**src/rtl/itoa_pkg.sv**
```systemverilog
package itoa_pkg;

  // ASCII codes and radix limits
  localparam logic [6:0] CH_ZERO  = 7'd48;
  localparam logic [6:0] CH_A     = 7'd65;
  localparam logic [6:0] CH_MINUS = 7'd45;
  localparam logic [5:0] MIN_RADIX  = 6'd2;
  localparam logic [5:0] MAX_RADIX  = 6'd36;
  localparam logic [5:0] SIGN_RADIX = 6'd10;
  localparam logic [5:0] LAST_DECIMAL = 6'd9;

  // Program counter and step addresses of the control store
  localparam int PC_W = 3;
  localparam logic [PC_W-1:0] STEP_ACCEPT = 3'd0;
  localparam logic [PC_W-1:0] STEP_DIV    = 3'd1;
  localparam logic [PC_W-1:0] STEP_DIGIT  = 3'd2;
  localparam logic [PC_W-1:0] STEP_SIGN   = 3'd3;
  localparam logic [PC_W-1:0] STEP_MINUS  = 3'd4;
  localparam logic [PC_W-1:0] STEP_READ   = 3'd5;
  localparam logic [PC_W-1:0] STEP_EMIT   = 3'd6;
  localparam logic [PC_W-1:0] STEP_END    = 3'd7;

  typedef enum logic [1:0] {
    WAIT_NONE = 2'd0,
    WAIT_IN   = 2'd1,
    WAIT_OUT  = 2'd2
  } wait_t;

  typedef enum logic [2:0] {
    J_NEXT       = 3'd0,
    J_ALWAYS     = 3'd1,
    J_CHUNK_MORE = 3'd2,
    J_QUOT_NZ    = 3'd3,
    J_NOT_NEG    = 3'd4,
    J_COUNT_MORE = 3'd5
  } jump_t;

  typedef struct packed {
    wait_t           wt;
    jump_t           jc;
    logic [PC_W-1:0] target;
    logic            load;
    logic            div_step;
    logic            store;
    logic            set_len;
    logic            rd;
    logic            emit_minus;
    logic            emit_digit;
  } uword_t;

  typedef struct packed {
    logic load;
    logic step;
    logic clear;
  } div_ctrl_t;

  typedef struct packed {
    logic [5:0] rem;
    logic       quot_nz;
    logic       chunk_more;
  } div_stat_t;

  // Control store: one word per step
  function automatic uword_t ucode(input logic [PC_W-1:0] pc);
    uword_t w;
    w = '0;
    w.wt = WAIT_NONE;
    w.jc = J_NEXT;
    case (pc)
      STEP_ACCEPT: begin
        w.wt = WAIT_IN;
        w.load = 1'b1;
      end
      STEP_DIV: begin
        w.div_step = 1'b1;
        w.jc = J_CHUNK_MORE;
        w.target = STEP_DIV;
      end
      STEP_DIGIT: begin
        w.store = 1'b1;
        w.jc = J_QUOT_NZ;
        w.target = STEP_DIV;
      end
      STEP_SIGN: begin
        w.set_len = 1'b1;
        w.jc = J_NOT_NEG;
        w.target = STEP_READ;
      end
      STEP_MINUS: begin
        w.wt = WAIT_OUT;
        w.emit_minus = 1'b1;
      end
      STEP_READ: begin
        w.rd = 1'b1;
      end
      STEP_EMIT: begin
        w.wt = WAIT_OUT;
        w.emit_digit = 1'b1;
        w.jc = J_COUNT_MORE;
        w.target = STEP_READ;
      end
      default: begin
        w.jc = J_ALWAYS;
        w.target = STEP_ACCEPT;
      end
    endcase
    return w;
  endfunction

  function automatic logic [6:0] digit_char(input logic [5:0] d);
    logic [6:0] base_code;
    base_code = (d > LAST_DECIMAL) ? (CH_A - 7'd10) : CH_ZERO;
    return 7'(d) + base_code;
  endfunction

endpackage

```
**src/rtl/itoa_div.sv**
```systemverilog
module itoa_div #(
  parameter int WORD_WIDTH = 32
) (
  input  logic                    clk,
  input  logic                    rst,
  input  itoa_pkg::div_ctrl_t     ctrl,
  input  logic [WORD_WIDTH-1:0]   operand,
  input  logic [5:0]              radix,
  output itoa_pkg::div_stat_t     stat
);

  localparam int CHUNKS = (WORD_WIDTH + 7) / 8;
  localparam int DIV_W  = CHUNKS * 8;
  localparam int CH_W   = (CHUNKS > 1) ? $clog2(CHUNKS) : 1;

  logic [DIV_W-1:0] quot;
  logic [5:0]       rem;
  logic [CH_W-1:0]  chunk;

  logic [5:0] rem_next;
  logic [7:0] qbits;

  // Eight restoring steps on the top byte; remainder stays below the radix
  always_comb begin
    logic [7:0] top;
    logic [6:0] trial;
    logic [5:0] r;
    top = quot[DIV_W-1 -: 8];
    r = rem;
    qbits = '0;
    for (int i = 7; i >= 0; i--) begin
      trial = {r, top[i]};
      if (trial >= {1'b0, radix}) begin
        r = 6'(trial - {1'b0, radix});
        qbits[i] = 1'b1;
      end else begin
        r = trial[5:0];
      end
    end
    rem_next = r;
  end

  always_ff @(posedge clk) begin
    if (ctrl.load) begin
      quot <= DIV_W'(operand);
      rem <= '0;
    end else if (ctrl.step) begin
      quot <= (quot << 8) | DIV_W'(qbits);
      rem <= rem_next;
    end else if (ctrl.clear) begin
      rem <= '0;
    end
  end

  always_ff @(posedge clk) begin
    if (rst) begin
      chunk <= '0;
    end else if (ctrl.load || ctrl.clear) begin
      chunk <= '0;
    end else if (ctrl.step) begin
      chunk <= chunk + CH_W'(1);
    end
  end

  assign stat.rem = rem;
  assign stat.quot_nz = |quot;
  assign stat.chunk_more = (chunk != CH_W'(CHUNKS - 1));

endmodule

```
**src/rtl/integer_to_ascii_radix.sv**
```systemverilog
// Binary to ASCII conversion in radix 2..36. Each transfer on the input
// channel (value, base, mode) yields one transfer per output character, most
// significant first: '0'-'9' and 'A'-'Z', a leading '-' for a negative word in
// signed mode with radix 10, and a single '0' for zero. Every character
// carries the total length and is_last marks the final one. A radix below 2
// is taken as 2 and one above 36 as 36. Only the low WORD_WIDTH bits of value
// are used. A small control store sequences a shared divider that retires
// eight quotient bits per cycle: each digit takes one divider step for each
// of the C = ceil(WORD_WIDTH/8) bytes of the word, then a store of the
// remainder. Each emitted character takes a digit buffer read and an output
// load that waits out any output stall, and a negative word first emits its
// sign. The output register lets the next word be taken while the last
// character still waits to be accepted downstream.
module integer_to_ascii_radix #(
  parameter int WORD_WIDTH = 32
) (
  input  logic        clk,
  input  logic        rst,
  input  logic        in_valid,
  output logic        in_stall,
  input  logic [31:0] value,
  input  logic [5:0]  base,
  input  logic        mode,
  output logic        out_valid,
  input  logic        out_stall,
  output logic [6:0]  character,
  output logic        is_last,
  output logic [5:0]  length
);

  localparam int VW      = (WORD_WIDTH > 32) ? WORD_WIDTH : 32;
  localparam int IDX_W   = $clog2(WORD_WIDTH);
  localparam int CNT_W   = $clog2(WORD_WIDTH + 1);
  localparam int LEN_W   = $clog2(WORD_WIDTH + 2);
  localparam int LEN_PAD = (LEN_W < 6) ? 6 : LEN_W;

  // Sequencer state
  logic [itoa_pkg::PC_W-1:0] pc;
  itoa_pkg::uword_t          uw;
  logic                      go;
  logic                      jump;

  // Datapath registers
  logic [5:0]       radix;
  logic             neg;
  logic [CNT_W-1:0] count;
  logic [LEN_W-1:0] len;
  logic [5:0]       rd_digit;
  logic [5:0]       digit_buffer [WORD_WIDTH];

  itoa_pkg::div_ctrl_t div_ctrl;
  itoa_pkg::div_stat_t div_stat;

  // Input word decode
  logic [VW-1:0]         value_ext;
  logic [WORD_WIDTH-1:0] word;
  logic [5:0]            radix_in;
  logic                  neg_in;
  logic [WORD_WIDTH-1:0] magnitude;
  logic                  out_free;
  logic [LEN_PAD-1:0]    len_pad;
  logic [IDX_W-1:0]      rd_idx;

  assign value_ext = VW'(value);
  assign word = value_ext[WORD_WIDTH-1:0];

  // Saturate the radix into 2..36
  always_comb begin
    if (base < itoa_pkg::MIN_RADIX) begin
      radix_in = itoa_pkg::MIN_RADIX;
    end else if (base > itoa_pkg::MAX_RADIX) begin
      radix_in = itoa_pkg::MAX_RADIX;
    end else begin
      radix_in = base;
    end
  end

  // Sign only counts in signed decimal; negate modulo 2^WORD_WIDTH, so the
  // most negative word comes out as its exact magnitude
  assign neg_in = mode && (radix_in == itoa_pkg::SIGN_RADIX) && word[WORD_WIDTH-1];
  assign magnitude = neg_in ? (~word + WORD_WIDTH'(1)) : word;

  // Fetch the control word and decide whether this step may run
  assign uw = itoa_pkg::ucode(pc);
  assign out_free = !out_valid || !out_stall;

  always_comb begin
    case (uw.wt)
      itoa_pkg::WAIT_NONE: go = 1'b1;
      itoa_pkg::WAIT_IN:   go = in_valid;
      itoa_pkg::WAIT_OUT:  go = out_free;
      default:             go = 1'b0;
    endcase
  end

  always_comb begin
    case (uw.jc)
      itoa_pkg::J_NEXT:       jump = 1'b0;
      itoa_pkg::J_ALWAYS:     jump = 1'b1;
      itoa_pkg::J_CHUNK_MORE: jump = div_stat.chunk_more;
      itoa_pkg::J_QUOT_NZ:    jump = div_stat.quot_nz;
      itoa_pkg::J_NOT_NEG:    jump = !neg;
      itoa_pkg::J_COUNT_MORE: jump = (count != CNT_W'(1));
      default:                jump = 1'b0;
    endcase
  end

  assign in_stall = (uw.wt != itoa_pkg::WAIT_IN);

  // Hold on a wait, otherwise jump or advance
  always_ff @(posedge clk) begin
    if (rst) begin
      pc <= itoa_pkg::STEP_ACCEPT;
    end else if (go) begin
      pc <= jump ? uw.target : pc + itoa_pkg::PC_W'(1);
    end
  end

  // Shared divider: one quotient byte per cycle
  assign div_ctrl.load  = go && uw.load;
  assign div_ctrl.step  = go && uw.div_step;
  assign div_ctrl.clear = go && uw.store;

  itoa_div #(
    .WORD_WIDTH(WORD_WIDTH)
  ) u_div (
    .clk(clk),
    .rst(rst),
    .ctrl(div_ctrl),
    .operand(magnitude),
    .radix(radix),
    .stat(div_stat)
  );

  // Latch the conversion controls and count digits up, then back down
  always_ff @(posedge clk) begin
    if (rst) begin
      radix <= itoa_pkg::MIN_RADIX;
      neg <= 1'b0;
      count <= '0;
      len <= '0;
    end else if (go) begin
      if (uw.load) begin
        radix <= radix_in;
        neg <= neg_in;
        count <= '0;
      end
      if (uw.store) begin
        count <= count + CNT_W'(1);
      end
      if (uw.emit_digit) begin
        count <= count - CNT_W'(1);
      end
      if (uw.set_len) begin
        len <= LEN_W'(count) + LEN_W'(neg);
      end
    end
  end

  // Digit buffer: write the remainder, read back most significant first
  assign rd_idx = IDX_W'(count - CNT_W'(1));

  always_ff @(posedge clk) begin
    if (go && uw.store) begin
      digit_buffer[count[IDX_W-1:0]] <= div_stat.rem;
    end
  end

  always_ff @(posedge clk) begin
    if (go && uw.rd) begin
      rd_digit <= digit_buffer[rd_idx];
    end
  end

  // Output register
  assign len_pad = LEN_PAD'(len);

  always_ff @(posedge clk) begin
    if (rst) begin
      out_valid <= 1'b0;
    end else if (go && (uw.emit_minus || uw.emit_digit)) begin
      out_valid <= 1'b1;
    end else if (!out_stall) begin
      out_valid <= 1'b0;
    end
  end

  always_ff @(posedge clk) begin
    if (go && uw.emit_minus) begin
      character <= itoa_pkg::CH_MINUS;
      is_last <= 1'b0;
      length <= len_pad[5:0];
    end else if (go && uw.emit_digit) begin
      character <= itoa_pkg::digit_char(rd_digit);
      is_last <= (count == CNT_W'(1));
      length <= len_pad[5:0];
    end
  end

  // Checks
  a_rem_below_radix: assert property (@(posedge clk) disable iff (rst)
    (pc == itoa_pkg::STEP_DIGIT) |-> (div_stat.rem < radix))
    else $error("remainder not below radix");

  a_count_in_range: assert property (@(posedge clk) disable iff (rst)
    count <= CNT_W'(WORD_WIDTH))
    else $error("digit count beyond buffer depth");

  a_emit_has_digit: assert property (@(posedge clk) disable iff (rst)
    (pc == itoa_pkg::STEP_EMIT) |-> (count != '0))
    else $error("emit with empty digit buffer");

  a_last_ends: assert property (@(posedge clk) disable iff (rst)
    (go && uw.emit_digit && (count == CNT_W'(1))) |=> (pc == itoa_pkg::STEP_END))
    else $error("last character did not end the conversion");

  a_sign_decimal: assert property (@(posedge clk) disable iff (rst)
    neg |-> (radix == itoa_pkg::SIGN_RADIX))
    else $error("sign flagged outside radix ten");

endmodule
```
**config.mk**
```make
export PLATFORM = sky130hd
export DESIGN_NAME = integer_to_ascii_radix
export DESIGN_NICKNAME = d
export VERILOG_FILES = /design/src/rtl/itoa_pkg.sv /design/src/rtl/itoa_div.sv /design/src/rtl/integer_to_ascii_radix.sv
export SDC_FILE = /design/constraint.sdc
export NUM_CORES = 1
export LEC_CHECK = 0
export BUFFER_PORTS_ARGS = -buffer_cell sky130_fd_sc_hd__buf_2
export CORE_MARGIN = 3
export CORE_UTILIZATION = 30
export DETAILED_ROUTE_END_ITERATION = 16
export PLACE_DENSITY = 0.53
export SYNTH_ARGS = -nofsm -noshare
export SYNTH_HDL_FRONTEND = slang
export SYNTH_SLANG_ARGS = --single-unit
```
**constraint.sdc**
```tcl
create_clock -name clk -period 23 [get_ports clk]
set_input_delay 2.3 -clock clk [delete_from_list [all_inputs] [get_ports clk]]
set_output_delay 2.3 -clock clk [all_outputs]
set_load 0.01 [all_outputs]
```
# Word level (Yosys, flattened, before mapping)

Memories as Yosys holds them, arrays and structs flattened. A register that Yosys moved wholly into a read port is not among the register bits.
Index checks and enable logic that the tools add are counted.
W data, S select, Z words.

Bitwise gates (word level): 2
Order comparisons: 11
Reduce and logical (&&, ||, !) cells: 28
Div/mod/pow operators: 0
$add $sub $neg: 15
Equality and inequality tests: 19
Shift-type cells: 0
Multiplexer cells: 45
Multiply operators: 0

Operators with widths:

| cell                    | number |
|---|---|
| $mux W6                 | 17 |
| $mux W32                | 3 |
| $ge A7 B6 Y1            | 8 |
| $sub A6 B6 Y6           | 8 |
| $add A32 B1 Y32 const B | 1 |
| $not A32 Y32            | 1 |
| $or A32 B8 Y32          | 1 |
| $reduce_or A32 Y1       | 1 |
| $pmux W6 S5             | 1 |
| $mux W1                 | 19 |
| $eq A3 B3 Y1 const B    | 5 |
| $eq A3 B2 Y1 const B    | 4 |
| $logic_and A1 B1 Y1     | 9 |
| $add A6 B6 Y7           | 1 |
| $add A6 B1 Y6           | 1 |
| $add A6 B1 Y6 const B   | 1 |
| $eq A3 B1 Y1 const B    | 2 |
| $eq A6 B1 Y1 const B    | 1 |
| $eq A6 B4 Y1 const B    | 1 |
| $gt A6 B4 Y1 const B    | 1 |
| $gt A6 B6 Y1 const B    | 1 |
| $lt A6 B2 Y1 const B    | 1 |
| $mux W3                 | 2 |
| $ne A6 B1 Y1 const B    | 1 |
| 19 further kinds        | 29 |

Output and inout bits: 16
Bits in latches: 0
Logic and storage cells: 133
Bits in registers: 77
Memories kept: 1
Input port bits: 43
Bits in read-only memories: 0
Memory bits (writable): 192

Memories:

| memory       | depth | bits a word | rd ports | clocked after memory_dff | write ports | line                         | text |
|---|---|---|---|---|---|---|---|
| digit_buffer | 32    | 6           | 1        | 1                        | 1           | integer_to_ascii_radix.sv:49 | `logic [5:0] digit_buffer [WORD_WIDTH];` |

# Depth between registers and ports, before layout

Word-level depth: 19
Depth in mapped cells: 81
Gate-level depth less buffers: 76

# Modules after synthesis

A second synthesis with hierarchy kept.

Cell total of the unflattened synthesis: 1,187
Area, all modules: 14,838.0 um2

Modules (own cells, without submodules):

| module                 | area each (um2) | times used | cells each |
|---|---|---|---|
| integer_to_ascii_radix | 10,466.3        | 1          | 733 |
| itoa_div               | 4,371.7         | 1          | 454 |

# Worst setup path before layout

No wires, ideal clock.

Path kind: reg2reg
Start: reg radix[1]
End: reg u_div.rem[1]
Stages on the path, launching flop included: 78
Slack: 8.249 ns
Data arrival time: 14.684 ns
Library setup time: 0.068 ns
Period minus slack after synthesis: 14.751 ns
Cells stage by stage: dfxtp_1 > inv_1 > ha_1 > nand2b_1 > a211oi_2 > or3_1 > mux2_2 > inv_1 > ha_1 > a2111oi_0 > o31a_1 > o211ai_2 > buf_4 > o21ai_0 > inv_1 > ha_1 > nor2b_1 > o21bai_1 > [... 42 more ...] > o21bai_1 > a21o_1 > nor2_1 > o2bb2ai_4 > mux2_2 > inv_1 > ha_1 > nor2b_1 > o21ai_0 > nand2b_1 > a21o_1 > a21o_1 > a211o_1 > a31oi_1 > o221a_1 > buf_6 > mux2_4 > o21ai_2

Cells in the longest elaborated chain, start to end: 17
Elaborated cells between the ends (all ways): 25
Those cells by class: add/sub (8); order compare (8); mux (9)

Ends and longest elaborated chain:

| what                                                 | line                           | text |
|---|---|---|
| from (decl)                                          | integer_to_ascii_radix.sv:44   | `logic [5:0] radix;` |
| from (signal assigned)                               | integer_to_ascii_radix.sv:138  | `radix <= itoa_pkg::MIN_RADIX;` |
| from (signal assigned)                               | integer_to_ascii_radix.sv:144  | `radix <= radix_in;` |
| $sub A6 B6 Y6 / $ge A7 B6 Y1 (equally long branches) | itoa_div.sv:34, itoa_div.sv:33 |  |
| $mux W6                                              | itoa_div.sv:33                 | `if (trial >= {1'b0, radix}) begin` |
| $sub A6 B6 Y6 / $ge A7 B6 Y1 (equally long branches) | itoa_div.sv:34, itoa_div.sv:33 |  |
| $mux W6                                              | itoa_div.sv:33                 |  |
| $sub A6 B6 Y6 / $ge A7 B6 Y1 (equally long branches) | itoa_div.sv:34, itoa_div.sv:33 |  |
| $mux W6                                              | itoa_div.sv:33                 |  |
| $sub A6 B6 Y6 / $ge A7 B6 Y1 (equally long branches) | itoa_div.sv:34, itoa_div.sv:33 |  |
| $mux W6                                              | itoa_div.sv:33                 |  |
| $sub A6 B6 Y6 / $ge A7 B6 Y1 (equally long branches) | itoa_div.sv:34, itoa_div.sv:33 |  |
| $mux W6                                              | itoa_div.sv:33                 |  |
| $ge A7 B6 Y1 / $sub A6 B6 Y6 (equally long branches) | itoa_div.sv:33, itoa_div.sv:34 |  |
| $mux W6                                              | itoa_div.sv:33                 |  |
| $ge A7 B6 Y1 / $sub A6 B6 Y6 (equally long branches) | itoa_div.sv:33, itoa_div.sv:34 |  |
| $mux W6                                              | itoa_div.sv:33                 |  |
| $sub A6 B6 Y6 / $ge A7 B6 Y1 (equally long branches) | itoa_div.sv:34, itoa_div.sv:33 |  |
| $mux W6 *                                            | itoa_div.sv:33                 |  |
| $mux W6 *                                            | itoa_div.sv:47                 | `end else if (ctrl.step) begin` |
| to (signal assigned)                                 | itoa_div.sv:49                 | `rem <= rem_next;` |
| to (decl)                                            | itoa_div.sv:17                 | `logic [5:0] rem;` |

Mark *: on every way between the ends. The rest lies on a longest branch, timed or not.
A chain may end at the register's enable or synchronous reset.

# Final worst setup path

Same ends and word-level chain as after synthesis.

==> impl_metrics.env <==
export IMPL_max_stage_delay_ps=720
export IMPL_status="completed"
export IMPL_tns_ps=0
export IMPL_core_area_um2=48050
export IMPL_hold_viol_final=0
export IMPL_hp_class="reg2reg"
export IMPL_drt_iter0_markers=601
export IMPL_grt_pass1_vias=9262
export IMPL_path_max_fanout=15
export IMPL_cts_root_buffer_cell="clkbuf_16"
export IMPL_synth_nets=1288
export IMPL_cts_buffer_depth=3
export IMPL_holdBufCountCts=0
export IMPL_synthDistinctLibCells=81
export IMPL_yosys_warnings=0
export IMPL_tightestPinTransition_ps=1052
export IMPL_globalRoute_totalOverflow=0
export IMPL_via_count=9327
export IMPL_antenna_found_initial=0
export IMPL_io_buffers=58
export IMPL_gp_congestion=0.8279
export IMPL_ctsHtreeMaxLevel=1
export IMPL_area_delta_synth_final_pct=12.83
export IMPL_setup_viol=0
export IMPL_start_util_pct=30.51
export IMPL_cp_end_kind="flop"
export IMPL_clock_fmax_ghz=0.05900
export IMPL_drive_above_1_share_pct=17.21
export IMPL_slew_headroom_pct=29.87
export IMPL_drt_pre_antenna_iters=5
export IMPL_die_h_um=227.1
export IMPL_cts_setup_buffers=0
export IMPL_min_path_cells=0
export IMPL_cts_tree="done"
export IMPL_cts_repair_resized=0
export IMPL_clkTransAtPathRegs_ps=70
export IMPL_post_drt_wl_per_cell_um=18.53
export IMPL_rsz0062_at_grt="no"
export IMPL_met3_usage_pct=1.818
export IMPL_fin_skew_ps=12.36
export IMPL_period_share_pct=73.69
export IMPL_cp_required_ps=23490
export IMPL_grt_max_degree=64
export IMPL_drc_errors=0
export IMPL_io_pins=59
export IMPL_synthArstFlopShare_pct=0
export IMPL_fin_crit_ps=16950
export IMPL_ys_seq_area_share_pct=53.67
export IMPL_startpoint_type="flop"
export IMPL_num_rows=80
export IMPL_grtUsageMet2_pct=22.26
export IMPL_dp_hpwl_um=24230
export IMPL_syn_area_um2=14660
export IMPL_synth_edf_count=236
export IMPL_ant_nets=0
export IMPL_path_class="reg2reg"
export IMPL_die_w_um=227.1
export IMPL_grt_util_met1_pct=18.58
export IMPL_dieArea_um2=51560
export IMPL_crit_path_top_delay_cell="dfxtp_1"
export IMPL_critPathArrivalTime_ps=17440
export IMPL_synth_main_ff_cell="edfxtp_1"
export IMPL_avgViaCountPerCell=5.004
export IMPL_antenna_diode_count=0
export IMPL_postSynthAreaPerCell_um2=12.52
export IMPL_nNetsFinal=1345
export IMPL_clock_latency_ps=560
export IMPL_maxSlewViolCount=0
export IMPL_reg2regPathDepth=72
export IMPL_cts_made_buffers=27
export IMPL_grt_busiest_layer="met2"
export IMPL_drv_cap=0
export IMPL_synth_seq_cells=275
export IMPL_clkSinkCount=275
export IMPL_synthCells=1171
export IMPL_grt_pass1_wl_um=53540
export IMPL_gr_usage_all_layers_pct=13.32
export IMPL_drt_wl_total_um=34550
export IMPL_crit_top_cell="inv_1"
==> path summary, 6_finish.rpt <==
| check | slack [ps] | endpoint | startpoint |
|---|---|---|---|
| hold reg to reg | 440 | length[1]$_DFFE_PP_ | len[1]$_SDFFE_PP0P_ |
| setup reg to reg | 6050 | u_div.rem[1]$_SDFFE_PP0P_ | radix[1]$_SDFFE_PP1P_ |
| hold / removal | 440 | length[1]$_DFFE_PP_ | len[1]$_SDFFE_PP0P_ |
| setup / recovery | 6050 | u_div.rem[1]$_SDFFE_PP0P_ | radix[1]$_SDFFE_PP1P_ |
==> cell type report <==
class / instances / area [µm²]
clock buffer: 42 / 773.2
fill: 4771 / 31510
timing repair buffer: 70 / 380.4
clock inverter: 8 / 115.1
sequential: 275 / 7871
tap: 615 / 769.5
multi-input combinational: 793 / 6402
inverter: 61 / 229.0
==> through the flow <==
step | hold slack, ps | area (µm²) | setup slack (ps) | utilization (%) | std cells
final | 435.6 | 16540 | 6051 | 34.43 | 1864
after global routing | 436.1 | 16540 | 4509 | 34.43 | 1864
after CTS | 435.6 | 16540 | 6136 | 34.43 | 1864
after detailed placement | 419.8 | 15650 | 6209 | 32.58 | 1814
after global placement | 421.7 | 15650 | 6682 | 32.58 | 1814
after floorplan | 408.1 | 14660 | 8249 | - | 1171
==> sequential cells by signal, summed over array words and instances, names as in the netlist, 3 cells and up <==
signal	cells
radix	6
pc	3
rd_digit	6
length	6
count	6
u_div.quot	32
character	7
digit_buffer	192
len	6
u_div.rem	6
==> per-layer routing <==
metal	part of all wire, %	up-vias
met5	0	-
met4	1.7	0
met3	2.8	38
met2	48	132
met1	47	4624
li1	-	4533
==> layout by cell type, fill, tap and decap left out, drive strengths merged, types with 5 or more instances in the layout <==
| cell type | count |
|---|---|
| clkbuf | 42 |
| or2 | 6 |
| fa | 9 |
| nor2 | 109 |
| nand3 | 15 |
| o21ai | 62 |
| mux4 | 60 |
| mux2i | 18 |
| a21o | 16 |
| o21a | 8 |
| nor2b | 9 |
| a21oi | 67 |
| nand2 | 96 |
| xnor2 | 42 |
| nor3 | 30 |
| and3 | 8 |
| nand4 | 8 |
| nor4 | 14 |
| dfxtp | 39 |
| nand2b | 6 |
| o211ai | 8 |
| mux2 | 24 |
| and2 | 5 |
| buf | 70 |
| o31ai | 6 |
| or3 | 7 |
| a31oi | 7 |
| nand3b | 8 |
| inv | 63 |
| edfxtp | 236 |
| ha | 65 |
| a211oi | 9 |
| xor2 | 25 |
==> cells by family (layout without fill, tap and decap cells) <==
family | count (synthesis) | after routing | share of synthesized area, %
AND/OR/NAND/NOR | 329 | 329 | 10.48
flip-flops | 275 | 275 | 53.67
AO/OA/AOI/OAI | 220 | 220 | 9.781
buffers and inverters | 103 | 181 | 2.799
multiplexers | 102 | 102 | 12.43
adder cells (fa/ha/maj) | 75 | 75 | 6.845
XOR/XNOR | 67 | 67 | 4.003
==> worst max-delay path, delay by kind of cell, from the launching register on <==
family,cells,cell delay [ps]
AO/OA/AOI/OAI,39,8720
adder cells (fa/ha/maj),8,2170
multiplexers,6,2300
AND/OR/NAND/NOR,10,1930
buffers and inverters,9,1010
flip-flops,1,720
==> cell usage after synthesis, types with 9 or more instances <==
| cell | n | area, µm² |
|---|---|---|
| mux2i_1 | 17 | 170.2 |
| ha_1 | 65 | 813.3 |
| nor3_1 | 29 | 145.1 |
| nor2_1 | 109 | 409.1 |
| mux4_2 | 60 | 1351 |
| edfxtp_1 | 236 | 7087 |
| xor2_1 | 25 | 219.0 |
| clkbuf_1 | 29 | 108.9 |
| a21oi_1 | 67 | 335.3 |
| dfxtp_1 | 39 | 780.8 |
| fa_1 | 9 | 180.2 |
| mux2_2 | 21 | 236.5 |
| a21o_1 | 16 | 120.1 |
| o21ai_0 | 54 | 270.3 |
| xnor2_1 | 42 | 367.9 |
| inv_1 | 61 | 229.0 |
| nand3_1 | 15 | 75.07 |
| nor4_1 | 14 | 87.58 |
| nand2_1 | 95 | 356.6 |
| nor2b_1 | 9 | 56.30 |
Power is not shown: default switching activity piles up to over one toggle a cycle in this logic, so the estimate is an artifact.
